$ cat src/hw/rtl/asnorm_pkg.sv
// ----------------------------------------------------------------------------
// asnorm_pkg
// Shared types, codes and constants for the acceleration source selector.
// ----------------------------------------------------------------------------
`timescale 1ns / 1ps
`default_nettype none

package asnorm_pkg;

  // Last emitted source, kept for duplicate suppression
  typedef enum logic [1:0] {
    SRC_NONE = 2'd0,
    SRC_LOW  = 2'd1,
    SRC_HIGH = 2'd2
  } src_e;

  // Sequencer states, one-hot
  typedef enum logic [7:0] {
    ST_IDLE  = 8'b0000_0001,
    ST_SQ    = 8'b0000_0010,
    ST_ROOT  = 8'b0000_0100,
    ST_SCL_R = 8'b0000_1000,
    ST_SCL_E = 8'b0001_0000,
    ST_SCL_P = 8'b0010_0000,
    ST_SCL_C = 8'b0100_0000,
    ST_DONE  = 8'b1000_0000
  } state_e;

  // Square-root unit status
  typedef struct packed {
    logic busy;
    logic done;
  } sqrt_stat_t;

  localparam logic [15:0] MaxAgeReset = 16'd50;

  // 9.80665 expressed as GDen / GNum
  localparam logic [31:0] GNum = 32'd100000;
  localparam logic [31:0] GDen = 32'd980665;

  // Reciprocal of 9.80665 scaled by 2^RecipShift; below 2^32
  localparam int          RecipShift = 35;
  localparam int          EstW       = 64 - RecipShift;
  localparam logic [63:0] GRecipWide =
    ((64'd1 << RecipShift) * 64'(GNum)) / 64'(GDen);
  localparam logic [31:0] GRecip     = GRecipWide[31:0];

  // Magnitude of a two's complement word; the most negative value gives 2^31
  function automatic logic [31:0] abs32(input logic [31:0] v);
    logic [31:0] r;
    r = v[31] ? (~v + 32'd1) : v;
    return r;
  endfunction

endpackage

`default_nettype wire

$ cat src/hw/rtl/asnorm_mul.sv
// ----------------------------------------------------------------------------
// asnorm_mul
// Shared 32 x 32 unsigned multiplier with a registered product.
// ----------------------------------------------------------------------------
`timescale 1ns / 1ps
`default_nettype none

module asnorm_mul (
  input  wire logic        clk_i,
  input  wire logic [31:0] a_i,
  input  wire logic [31:0] b_i,
  output      logic [63:0] prod_o
);

  logic [63:0] prod_q;
  logic [63:0] prod_d;

  assign prod_d = 64'(a_i) * 64'(b_i);

  always_ff @(posedge clk_i) begin
    prod_q <= prod_d;
  end

  assign prod_o = prod_q;

endmodule

`default_nettype wire

$ cat src/hw/rtl/asnorm_isqrt.sv
// ----------------------------------------------------------------------------
// asnorm_isqrt
// Digit-by-digit integer square root of a 64-bit word, one root bit a cycle.
// ----------------------------------------------------------------------------
`timescale 1ns / 1ps
`default_nettype none

module asnorm_isqrt (
  input  wire logic                   clk_i,
  input  wire logic                   rst_ni,
  input  wire logic                   start_i,
  input  wire logic [63:0]            radicand_i,
  output      asnorm_pkg::sqrt_stat_t stat_o,
  output      logic [31:0]            root_o
);

  logic [63:0] rad_q, rad_d;
  logic [33:0] rem_q, rem_d;
  logic [31:0] root_q, root_d;
  logic [4:0]  cnt_q, cnt_d;
  logic        busy_q, busy_d;
  logic        done_q, done_d;

  logic [35:0] rem_sh;
  logic [35:0] trial;

  assign rem_sh = {rem_q, rad_q[63:62]};
  assign trial  = {2'b00, root_q, 2'b01};

  always_comb begin
    rad_d  = rad_q;
    rem_d  = rem_q;
    root_d = root_q;
    cnt_d  = cnt_q;
    busy_d = busy_q;
    done_d = 1'b0;
    if (start_i) begin
      rad_d  = radicand_i;
      rem_d  = '0;
      root_d = '0;
      cnt_d  = '0;
      busy_d = 1'b1;
    end else if (busy_q) begin
      rad_d = {rad_q[61:0], 2'b00};
      if (rem_sh >= trial) begin
        rem_d  = 34'(rem_sh - trial);
        root_d = {root_q[30:0], 1'b1};
      end else begin
        rem_d  = rem_sh[33:0];
        root_d = {root_q[30:0], 1'b0};
      end
      cnt_d = cnt_q + 5'd1;
      if (cnt_q == 5'd31) begin
        busy_d = 1'b0;
        done_d = 1'b1;
      end
    end
  end

  always_ff @(posedge clk_i or negedge rst_ni) begin
    if (!rst_ni) begin
      cnt_q  <= '0;
      busy_q <= 1'b0;
      done_q <= 1'b0;
    end else begin
      cnt_q  <= cnt_d;
      busy_q <= busy_d;
      done_q <= done_d;
    end
  end

  always_ff @(posedge clk_i) begin
    rad_q  <= rad_d;
    rem_q  <= rem_d;
    root_q <= root_d;
  end

  assign stat_o.busy = busy_q;
  assign stat_o.done = done_q;
  assign root_o      = root_q;

endmodule

`default_nettype wire

$ cat src/hw/rtl/accel_source_select_norm.sv
// ----------------------------------------------------------------------------
// accel_source_select_norm
// Low-g / high-g accelerometer source selection with vector magnitude in g.
// ----------------------------------------------------------------------------
// Each input transaction carries a low-g sample (m/s^2), a high-g sample (g),
// their timestamps and the current time. The low-g sample wins when its
// timestamp is nonzero and its modular age is at most max_age_ms; otherwise
// the high-g sample is used if it is healthy, connected, has new data and is
// equally fresh. A selection that repeats the source and timestamp of the
// last emitted result, or no qualifying sample at all, produces no output and
// the block is ready again on the next cycle. Otherwise one result follows:
// the magnitude is formed on a single shared 32 x 32 multiplier and a
// bit-serial square root, and a low-g magnitude is then scaled by 1/9.80665
// with a reciprocal multiply and a one-step correction. The square root takes
// most of the time from acceptance to the output register. Input stall stays
// high for the whole computation; a finished result waits in the output
// register, so the next transaction may be accepted before it is taken.
// ----------------------------------------------------------------------------
`timescale 1ns / 1ps
`default_nettype none

module accel_source_select_norm (
  input  wire logic        clk_i,
  input  wire logic        rst_ni,
  // configuration
  input  wire logic        cfg_we_i,
  input  wire logic [15:0] cfg_wdata_i,
  // input channel
  input  wire logic        in_valid_i,
  output      logic        in_stall_o,
  input  wire logic [31:0] low_accel_x_i,
  input  wire logic [31:0] low_accel_y_i,
  input  wire logic [31:0] low_accel_z_i,
  input  wire logic [31:0] low_time_ms_i,
  input  wire logic [31:0] high_accel_x_i,
  input  wire logic [31:0] high_accel_y_i,
  input  wire logic [31:0] high_accel_z_i,
  input  wire logic [31:0] high_time_ms_i,
  input  wire logic [1:0]  high_status_i,
  input  wire logic        high_health_ok_i,
  input  wire logic [31:0] now_ms_i,
  // output channel
  output      logic        out_valid_o,
  input  wire logic        out_stall_i,
  output      logic        source_o,
  output      logic [31:0] sample_time_o,
  output      logic [31:0] norm_g_o
);

  // --------------------------------------------------------------------------
  // Registers
  // --------------------------------------------------------------------------
  asnorm_pkg::state_e state_q, state_d;
  asnorm_pkg::src_e   last_src_q, last_src_d;
  asnorm_pkg::src_e   src_q, src_d;

  logic [15:0] max_age_q, max_age_d;
  logic [31:0] last_time_q, last_time_d;
  logic [31:0] time_q, time_d;
  logic [31:0] comp_q [3];
  logic [31:0] comp_d [3];
  logic [1:0]  cnt_q, cnt_d;
  logic [63:0] acc_q, acc_d;
  logic [asnorm_pkg::EstW-1:0] est_q, est_d;
  logic [63:0] xq_q, xq_d;
  logic [31:0] norm_q, norm_d;

  logic        out_valid_q, out_valid_d;
  logic        out_src_q, out_src_d;
  logic [31:0] out_time_q, out_time_d;
  logic [31:0] out_norm_q, out_norm_d;

  // --------------------------------------------------------------------------
  // Selection, evaluated on the incoming transaction
  // --------------------------------------------------------------------------
  logic [31:0] low_age, high_age;
  logic        low_fresh, high_fresh, high_ok;
  logic        sel_any, dup, go;
  asnorm_pkg::src_e sel_src;
  logic [31:0] sel_time;
  logic        in_accept;

  assign low_age    = now_ms_i - low_time_ms_i;
  assign high_age   = now_ms_i - high_time_ms_i;
  assign low_fresh  = (low_time_ms_i != 32'd0) && (low_age <= {16'd0, max_age_q});
  assign high_fresh = (high_time_ms_i != 32'd0) && (high_age <= {16'd0, max_age_q});
  assign high_ok    = high_health_ok_i && high_status_i[0] && high_status_i[1]
                      && high_fresh;

  assign sel_any  = low_fresh || high_ok;
  assign sel_src  = low_fresh ? asnorm_pkg::SRC_LOW : asnorm_pkg::SRC_HIGH;
  assign sel_time = low_fresh ? low_time_ms_i : high_time_ms_i;
  // A repeat of the last emission is dropped; no fallback to high-g then
  assign dup      = (sel_src == last_src_q) && (sel_time == last_time_q);
  assign go       = sel_any && !dup;

  assign in_stall_o = (state_q != asnorm_pkg::ST_IDLE);
  assign in_accept  = in_valid_i && !in_stall_o;

  // --------------------------------------------------------------------------
  // Shared multiplier and square-root unit
  // --------------------------------------------------------------------------
  logic [31:0] mul_a, mul_b;
  logic [63:0] prod;
  logic        sqrt_start;
  logic [63:0] sqrt_rad;
  logic [31:0] root;
  logic [31:0] est_inc;
  asnorm_pkg::sqrt_stat_t sqrt_stat;

  assign est_inc = 32'(est_q) + 32'd1;

  always_comb begin
    mul_a = '0;
    mul_b = '0;
    case (state_q)
      asnorm_pkg::ST_SQ: begin
        case (cnt_q)
          2'd0:    mul_a = comp_q[0];
          2'd1:    mul_a = comp_q[1];
          2'd2:    mul_a = comp_q[2];
          default: mul_a = '0;
        endcase
        mul_b = mul_a;
      end
      asnorm_pkg::ST_SCL_R: begin
        mul_a = root;
        mul_b = asnorm_pkg::GRecip;
      end
      asnorm_pkg::ST_SCL_E: begin
        mul_a = root;
        mul_b = asnorm_pkg::GNum;
      end
      asnorm_pkg::ST_SCL_P: begin
        mul_a = est_inc;
        mul_b = asnorm_pkg::GDen;
      end
      default: begin
        mul_a = '0;
        mul_b = '0;
      end
    endcase
  end

  asnorm_mul u_mul (
    .clk_i  (clk_i),
    .a_i    (mul_a),
    .b_i    (mul_b),
    .prod_o (prod)
  );

  assign sqrt_start = (state_q == asnorm_pkg::ST_SQ) && (cnt_q == 2'd3);
  assign sqrt_rad   = acc_q + prod;

  asnorm_isqrt u_isqrt (
    .clk_i      (clk_i),
    .rst_ni     (rst_ni),
    .start_i    (sqrt_start),
    .radicand_i (sqrt_rad),
    .stat_o     (sqrt_stat),
    .root_o     (root)
  );

  // --------------------------------------------------------------------------
  // Sequencer
  // --------------------------------------------------------------------------
  logic out_free;
  logic emit;

  assign out_free = !out_valid_q || !out_stall_i;
  assign emit     = (state_q == asnorm_pkg::ST_DONE) && out_free;

  always_comb begin
    state_d     = state_q;
    max_age_d   = max_age_q;
    last_src_d  = last_src_q;
    last_time_d = last_time_q;
    src_d       = src_q;
    time_d      = time_q;
    comp_d      = comp_q;
    cnt_d       = cnt_q;
    acc_d       = acc_q;
    est_d       = est_q;
    xq_d        = xq_q;
    norm_d      = norm_q;
    out_valid_d = out_valid_q && out_stall_i;
    out_src_d   = out_src_q;
    out_time_d  = out_time_q;
    out_norm_d  = out_norm_q;

    if (cfg_we_i) begin
      max_age_d = cfg_wdata_i;
    end

    case (state_q)
      asnorm_pkg::ST_IDLE: begin
        if (in_accept && go) begin
          src_d  = sel_src;
          time_d = sel_time;
          if (low_fresh) begin
            comp_d[0] = asnorm_pkg::abs32(low_accel_x_i);
            comp_d[1] = asnorm_pkg::abs32(low_accel_y_i);
            comp_d[2] = asnorm_pkg::abs32(low_accel_z_i);
          end else begin
            comp_d[0] = asnorm_pkg::abs32(high_accel_x_i);
            comp_d[1] = asnorm_pkg::abs32(high_accel_y_i);
            comp_d[2] = asnorm_pkg::abs32(high_accel_z_i);
          end
          cnt_d   = '0;
          acc_d   = '0;
          state_d = asnorm_pkg::ST_SQ;
        end
      end
      asnorm_pkg::ST_SQ: begin
        // issue one square a cycle, accumulate the previous product
        if (cnt_q != 2'd0) begin
          acc_d = acc_q + prod;
        end
        cnt_d = cnt_q + 2'd1;
        if (cnt_q == 2'd3) begin
          state_d = asnorm_pkg::ST_ROOT;
        end
      end
      asnorm_pkg::ST_ROOT: begin
        if (sqrt_stat.done) begin
          if (src_q == asnorm_pkg::SRC_LOW) begin
            state_d = asnorm_pkg::ST_SCL_R;
          end else begin
            norm_d  = root;
            state_d = asnorm_pkg::ST_DONE;
          end
        end
      end
      asnorm_pkg::ST_SCL_R: begin
        state_d = asnorm_pkg::ST_SCL_E;
      end
      asnorm_pkg::ST_SCL_E: begin
        // estimate is the quotient or one below it
        est_d   = prod[63:asnorm_pkg::RecipShift];
        state_d = asnorm_pkg::ST_SCL_P;
      end
      asnorm_pkg::ST_SCL_P: begin
        xq_d    = prod;
        state_d = asnorm_pkg::ST_SCL_C;
      end
      asnorm_pkg::ST_SCL_C: begin
        // bump the estimate when (est + 1) * den still fits under the dividend
        norm_d  = (xq_q >= prod) ? est_inc : 32'(est_q);
        state_d = asnorm_pkg::ST_DONE;
      end
      asnorm_pkg::ST_DONE: begin
        if (out_free) begin
          out_valid_d = 1'b1;
          out_src_d   = (src_q == asnorm_pkg::SRC_HIGH);
          out_time_d  = time_q;
          out_norm_d  = norm_q;
          last_src_d  = src_q;
          last_time_d = time_q;
          state_d     = asnorm_pkg::ST_IDLE;
        end
      end
      default: begin
        state_d = asnorm_pkg::ST_IDLE;
      end
    endcase
  end

  always_ff @(posedge clk_i or negedge rst_ni) begin
    if (!rst_ni) begin
      state_q     <= asnorm_pkg::ST_IDLE;
      max_age_q   <= asnorm_pkg::MaxAgeReset;
      last_src_q  <= asnorm_pkg::SRC_NONE;
      last_time_q <= '0;
      cnt_q       <= '0;
      out_valid_q <= 1'b0;
    end else begin
      state_q     <= state_d;
      max_age_q   <= max_age_d;
      last_src_q  <= last_src_d;
      last_time_q <= last_time_d;
      cnt_q       <= cnt_d;
      out_valid_q <= out_valid_d;
    end
  end

  always_ff @(posedge clk_i) begin
    src_q      <= src_d;
    time_q     <= time_d;
    comp_q     <= comp_d;
    acc_q      <= acc_d;
    est_q      <= est_d;
    xq_q       <= xq_d;
    norm_q     <= norm_d;
    out_src_q  <= out_src_d;
    out_time_q <= out_time_d;
    out_norm_q <= out_norm_d;
  end

  assign out_valid_o   = out_valid_q;
  assign source_o      = out_src_q;
  assign sample_time_o = out_time_q;
  assign norm_g_o      = out_norm_q;

  // --------------------------------------------------------------------------
  // Assertions
  // --------------------------------------------------------------------------
  a_state_onehot : assert property (@(posedge clk_i) disable iff (!rst_ni)
    $onehot(state_q))
    else $error("sequencer state not one-hot");

  a_root_running : assert property (@(posedge clk_i) disable iff (!rst_ni)
    (state_q == asnorm_pkg::ST_ROOT) |-> (sqrt_stat.busy || sqrt_stat.done))
    else $error("waiting on an idle square-root unit");

  a_accept_starts : assert property (@(posedge clk_i) disable iff (!rst_ni)
    (in_accept && go) |=> (state_q == asnorm_pkg::ST_SQ))
    else $error("accepted transaction did not start the sequence");

  a_emit_records : assert property (@(posedge clk_i) disable iff (!rst_ni)
    emit |=> (out_valid_q && last_time_q == out_time_q
              && (last_src_q == asnorm_pkg::SRC_HIGH) == out_src_q))
    else $error("emitted result and last-emission record disagree");

  a_no_sqrt_outside : assert property (@(posedge clk_i) disable iff (!rst_ni)
    sqrt_stat.done |-> (state_q == asnorm_pkg::ST_ROOT))
    else $error("square-root result outside the root state");

endmodule

`default_nettype wire

$ cat config.mk
export PLATFORM = sky130hd
export DESIGN_NAME = accel_source_select_norm
export DESIGN_NICKNAME = d
export VERILOG_FILES = /design/src/hw/rtl/asnorm_pkg.sv /design/src/hw/rtl/asnorm_mul.sv /design/src/hw/rtl/asnorm_isqrt.sv /design/src/hw/rtl/accel_source_select_norm.sv
export SDC_FILE = /design/constraint.sdc
export NUM_CORES = 2
export LEC_CHECK = 0
export BUFFER_PORTS_ARGS = -buffer_cell sky130_fd_sc_hd__buf_2
export CAP_MARGIN = 15
export CORE_ASPECT_RATIO = 1.2
export CORE_MARGIN = 5
export CORE_UTILIZATION = 31
export CTS_CLUSTER_DIAMETER = 40
export DETAILED_ROUTE_END_ITERATION = 7
export PLACE_DENSITY = 0.57
export SETUP_SLACK_MARGIN = 0.3
export SLEW_MARGIN = 0
export SYNTH_ARGS = -nofsm -noshare
export SYNTH_HDL_FRONTEND = slang
export SYNTH_SLANG_ARGS = --single-unit
$ cat constraint.sdc
create_clock -name clk_i -period 12.2 [get_ports clk_i]
set_input_delay 3.05 -clock clk_i [delete_from_list [all_inputs] [get_ports clk_i]]
set_output_delay 3.05 -clock clk_i [all_outputs]
set_load 0.05 [all_outputs]
==> out/qor.txt <==
status - complete, no violations
worst min path class - reg -> reg
CTS root buf - clkbuf_16
clk sinks - 646
clock transition at the registers of the reported paths - 60 ps
num rows - 193
Placeable Area - 230000 um^2
DR vias/cell - 5.21
Layout Cells excl Fill - 11246
post-synthesis cell area - 71400 um^2
fin crit period - 11460 ps
Worst R2R Setup Slack - 740 ps
final setup fails - 0
total routed wirelength - 267000 um
CP max FO - 24
CP Launch Type - flip-flop
CTS Hold Buffers Added - 0
Worst R2R Path Depth - 32
Die Ht - 536 um
HPWL Detailed - 220000 um
ys async rst share - 0.105
IO Port Bufs - 378
Final Core Density - 0.352
synthesized area per cell - 9.15 um^2
Sw Ratio - 0.266
fmax - 87.2 MHz
ys flop type - edfxtp_1
commonest non-fill, non-tap cell in the layout - inv_1
Worst Tran Pin Value - 1260 ps
final hold violations - 0
Hold Startpoint - norm_q[25]
Max-Cap Viols - 0
Routed Antenna Nets - 0
Cells after Synth - 7801
Pre-Repair DR Iteration Count - 8
Hold Path End - norm_g_o[25]
pwr/cell area - 70.5 nW/um^2
skew final - 80.3 ps
P&R area growth vs syn - 13.3%
Rel. slew slack - 0.158
largest net degree at the start of global routing - 135
Layout Nets - 9868
clock share of power - 0.487
Leakage Power - 36.6 nW
Post-Syn Nets - 9545
CTS buffer count - 92
Die Width - 448 um
# placed instances - 11048
DRT iter0 DRCs - 4668
Initial Util - 0.310
vias in the first global route - 60992
layout cell share with drive strength beyond 1 - 0.102
Seq/Total Area, Yosys - 0.249
Yosys cell types - 93
die area - 240000 um^2
EDFF count, synth - 448
slowest CP cell - a222oi_1
Psw - 1.51 mW
maximum vdd drop - 103 uV
# DRC - 0
#FFs+latches synth - 646
Cells on Worst Hold Path - 0
routed len/inst - 23.7 um
Synthesis Warnings - 0
crit share post-route - 0.940
clock latency on the worst-skew pair - 730 ps
CP endpoint kind - flip-flop
Int Pwr - 4.18 mW
WS Path Type - reg -> reg
first-pass GRT wire length - 393000 um
RD Place Congestion - 1.02
Worst EP arrival - 12110 ps
commonest cells after routing, fill and taps aside - inv_1 (1187), nand2_1 (943), nor2_1 (907)
Logic pwr share - 0.102
antenna violations before repair - 33
gr usage total - 0.219
Clock Path Buffers - 3
DR vias - 58645
most frequent CP cell - fa_1
RSZ-0062 raised after global routing - false
register share of total power - 0.410
required time worst endpoint - 12840 ps
# IOs - 379
CTS tree - yes
Final TNS setup - 0 ps
Worst R2R Start - cnt_q[0]
total gr overflow - 0
slowest stage delay, CP - 1100 ps
H-tree lvl count - 3
Reg-to-Reg End - u_mul.prod_o[62]
fin. max-slew vios - 0
[logic make-up after synthesis]
| logic type | Yosys count | share of synthesized area |
|---|---|---|
| AND/OR/NAND/NOR | 2392 | 0.144 |
| XOR/XNOR | 446 | 0.0547 |
| adder cells (fa/ha/maj) | 1432 | 0.346 |
| multiplexers | 66 | 0.00933 |
| flip-flops | 646 | 0.249 |
| AO/OA/AOI/OAI | 1301 | 0.117 |
| buffers and inverters | 1518 | 0.0802 |
[repair_timing]
action / CTS / global route
setup buffers: 0 / 3
gates resized for setup: 0 / 2
endpoints found under the setup margin: 0 / 6
[layout make-up]
cell class              count  area [um^2]
diodes                     20         50.0
clock buffers             113         2480
clock inverters            61          744
fillers                 23756       149000
inverters                1193         4480
multi-input cells        5637        48200
flip-flops and latches    646        17800
well taps                3022         3780
repair buffers            554         3290
[stage by stage]
step	setup slack (ps)	cell area, um^2	power (mW)	hold WS, ps
after global routing	306	80800	5.91	429
after detailed placement	719	77500	2.96	406
final	736	80800	5.70	418
after CTS	662	80700	5.76	416
after global placement	803	77500	2.95	405
after floorplan	422	71400	2.73	400
[power groups by stage]
stage	logic, mW	registers, mW	clock network (mW)
detailed placement	0.572	2.38	0
global placement	0.564	2.38	0
finish	0.583	2.34	2.78
global route	0.640	2.34	2.94
CTS	0.576	2.34	2.85
floorplan	0.349	2.38	0
[layer usage]
| metal | up-vias | part of all wire | track usage |
|---|---|---|---|
| met5 | - | 0.00041 | 0 |
| met4 | 16 | 0.081 | 0.142 |
| met3 | 711 | 0.068 | 0.0381 |
| met2 | 2428 | 0.48 | 0.373 |
| met1 | 29191 | 0.37 | 0.253 |
| li1 | 26299 | - | - |
[worst max-delay path by stage]
| stage | from | to | slack (ps) | cells after the start |
|---|---|---|---|---|
| finish | cnt_q[0] | u_mul.prod_o[62] | 740 | 32 |
| global route | cnt_q[0] | u_mul.prod_o[62] | 310 | 32 |
| CTS | state_q[4] | u_mul.prod_o[62] | 660 | 34 |
| detailed placement | cnt_q[1] | u_mul.prod_o[62] | 720 | 33 |
| global placement | cnt_q[1] | u_mul.prod_o[62] | 800 | 33 |
| floorplan | now_ms_i[0] | acc_q[0] | 420 | 23 |
[critical path: cells and delay by family (launching register included)]
| family | cells | cell delay [ps] |
|---|---|---|
| DFF | 1 | 410 |
| and+or+nand+nor | 9 | 1780 |
| buffers and inverters | 4 | 610 |
| xor gates and xnor gates | 1 | 140 |
| adders and majority gates | 10 | 4910 |
| AOI/OAI and AO/OA | 8 | 3480 |
[sequential cells by signal (all words and copies together), names as in the netlist, 16 cells and up]
name	count
comp_q	96
norm_g_o	32
u_isqrt.root_o	32
xq_q	64
u_isqrt.rad_q	64
u_mul.prod_o	64
norm_q	32
time_q	32
sample_time_o	32
u_isqrt.rem_q	34
max_age_q	16
est_q	29
acc_q	64
last_time_q	32
[synth_stat cells (all sizes together) (26+ instances only)]
master	number	area, um^2
fa	899	18000
a21oi	346	1740
nor4	49	328
nor2	918	3450
edfxtp	448	13500
dfxtp	130	2600
nor3	54	270
nand2	945	3550
clkbuf	307	1150
or3	37	231
o41ai	32	280
nor2b	47	294
a222oi	27	270
nand2b	62	388
a211oi	52	395
and2	26	163
or2	30	188
o31ai	62	465
xnor2	237	2080
o21a	27	203
dfrtp	64	1600
xor2	209	1830
a21o	145	1090
o21ai	366	1830
a221oi	39	342
or4	30	225
mux2i	62	621
inv	1190	4470
a221o	31	310
and3	28	175
o21bai	28	210
nand3	65	325
ha	533	6670
nand4	62	388
Power figures use the tool's default switching activity.
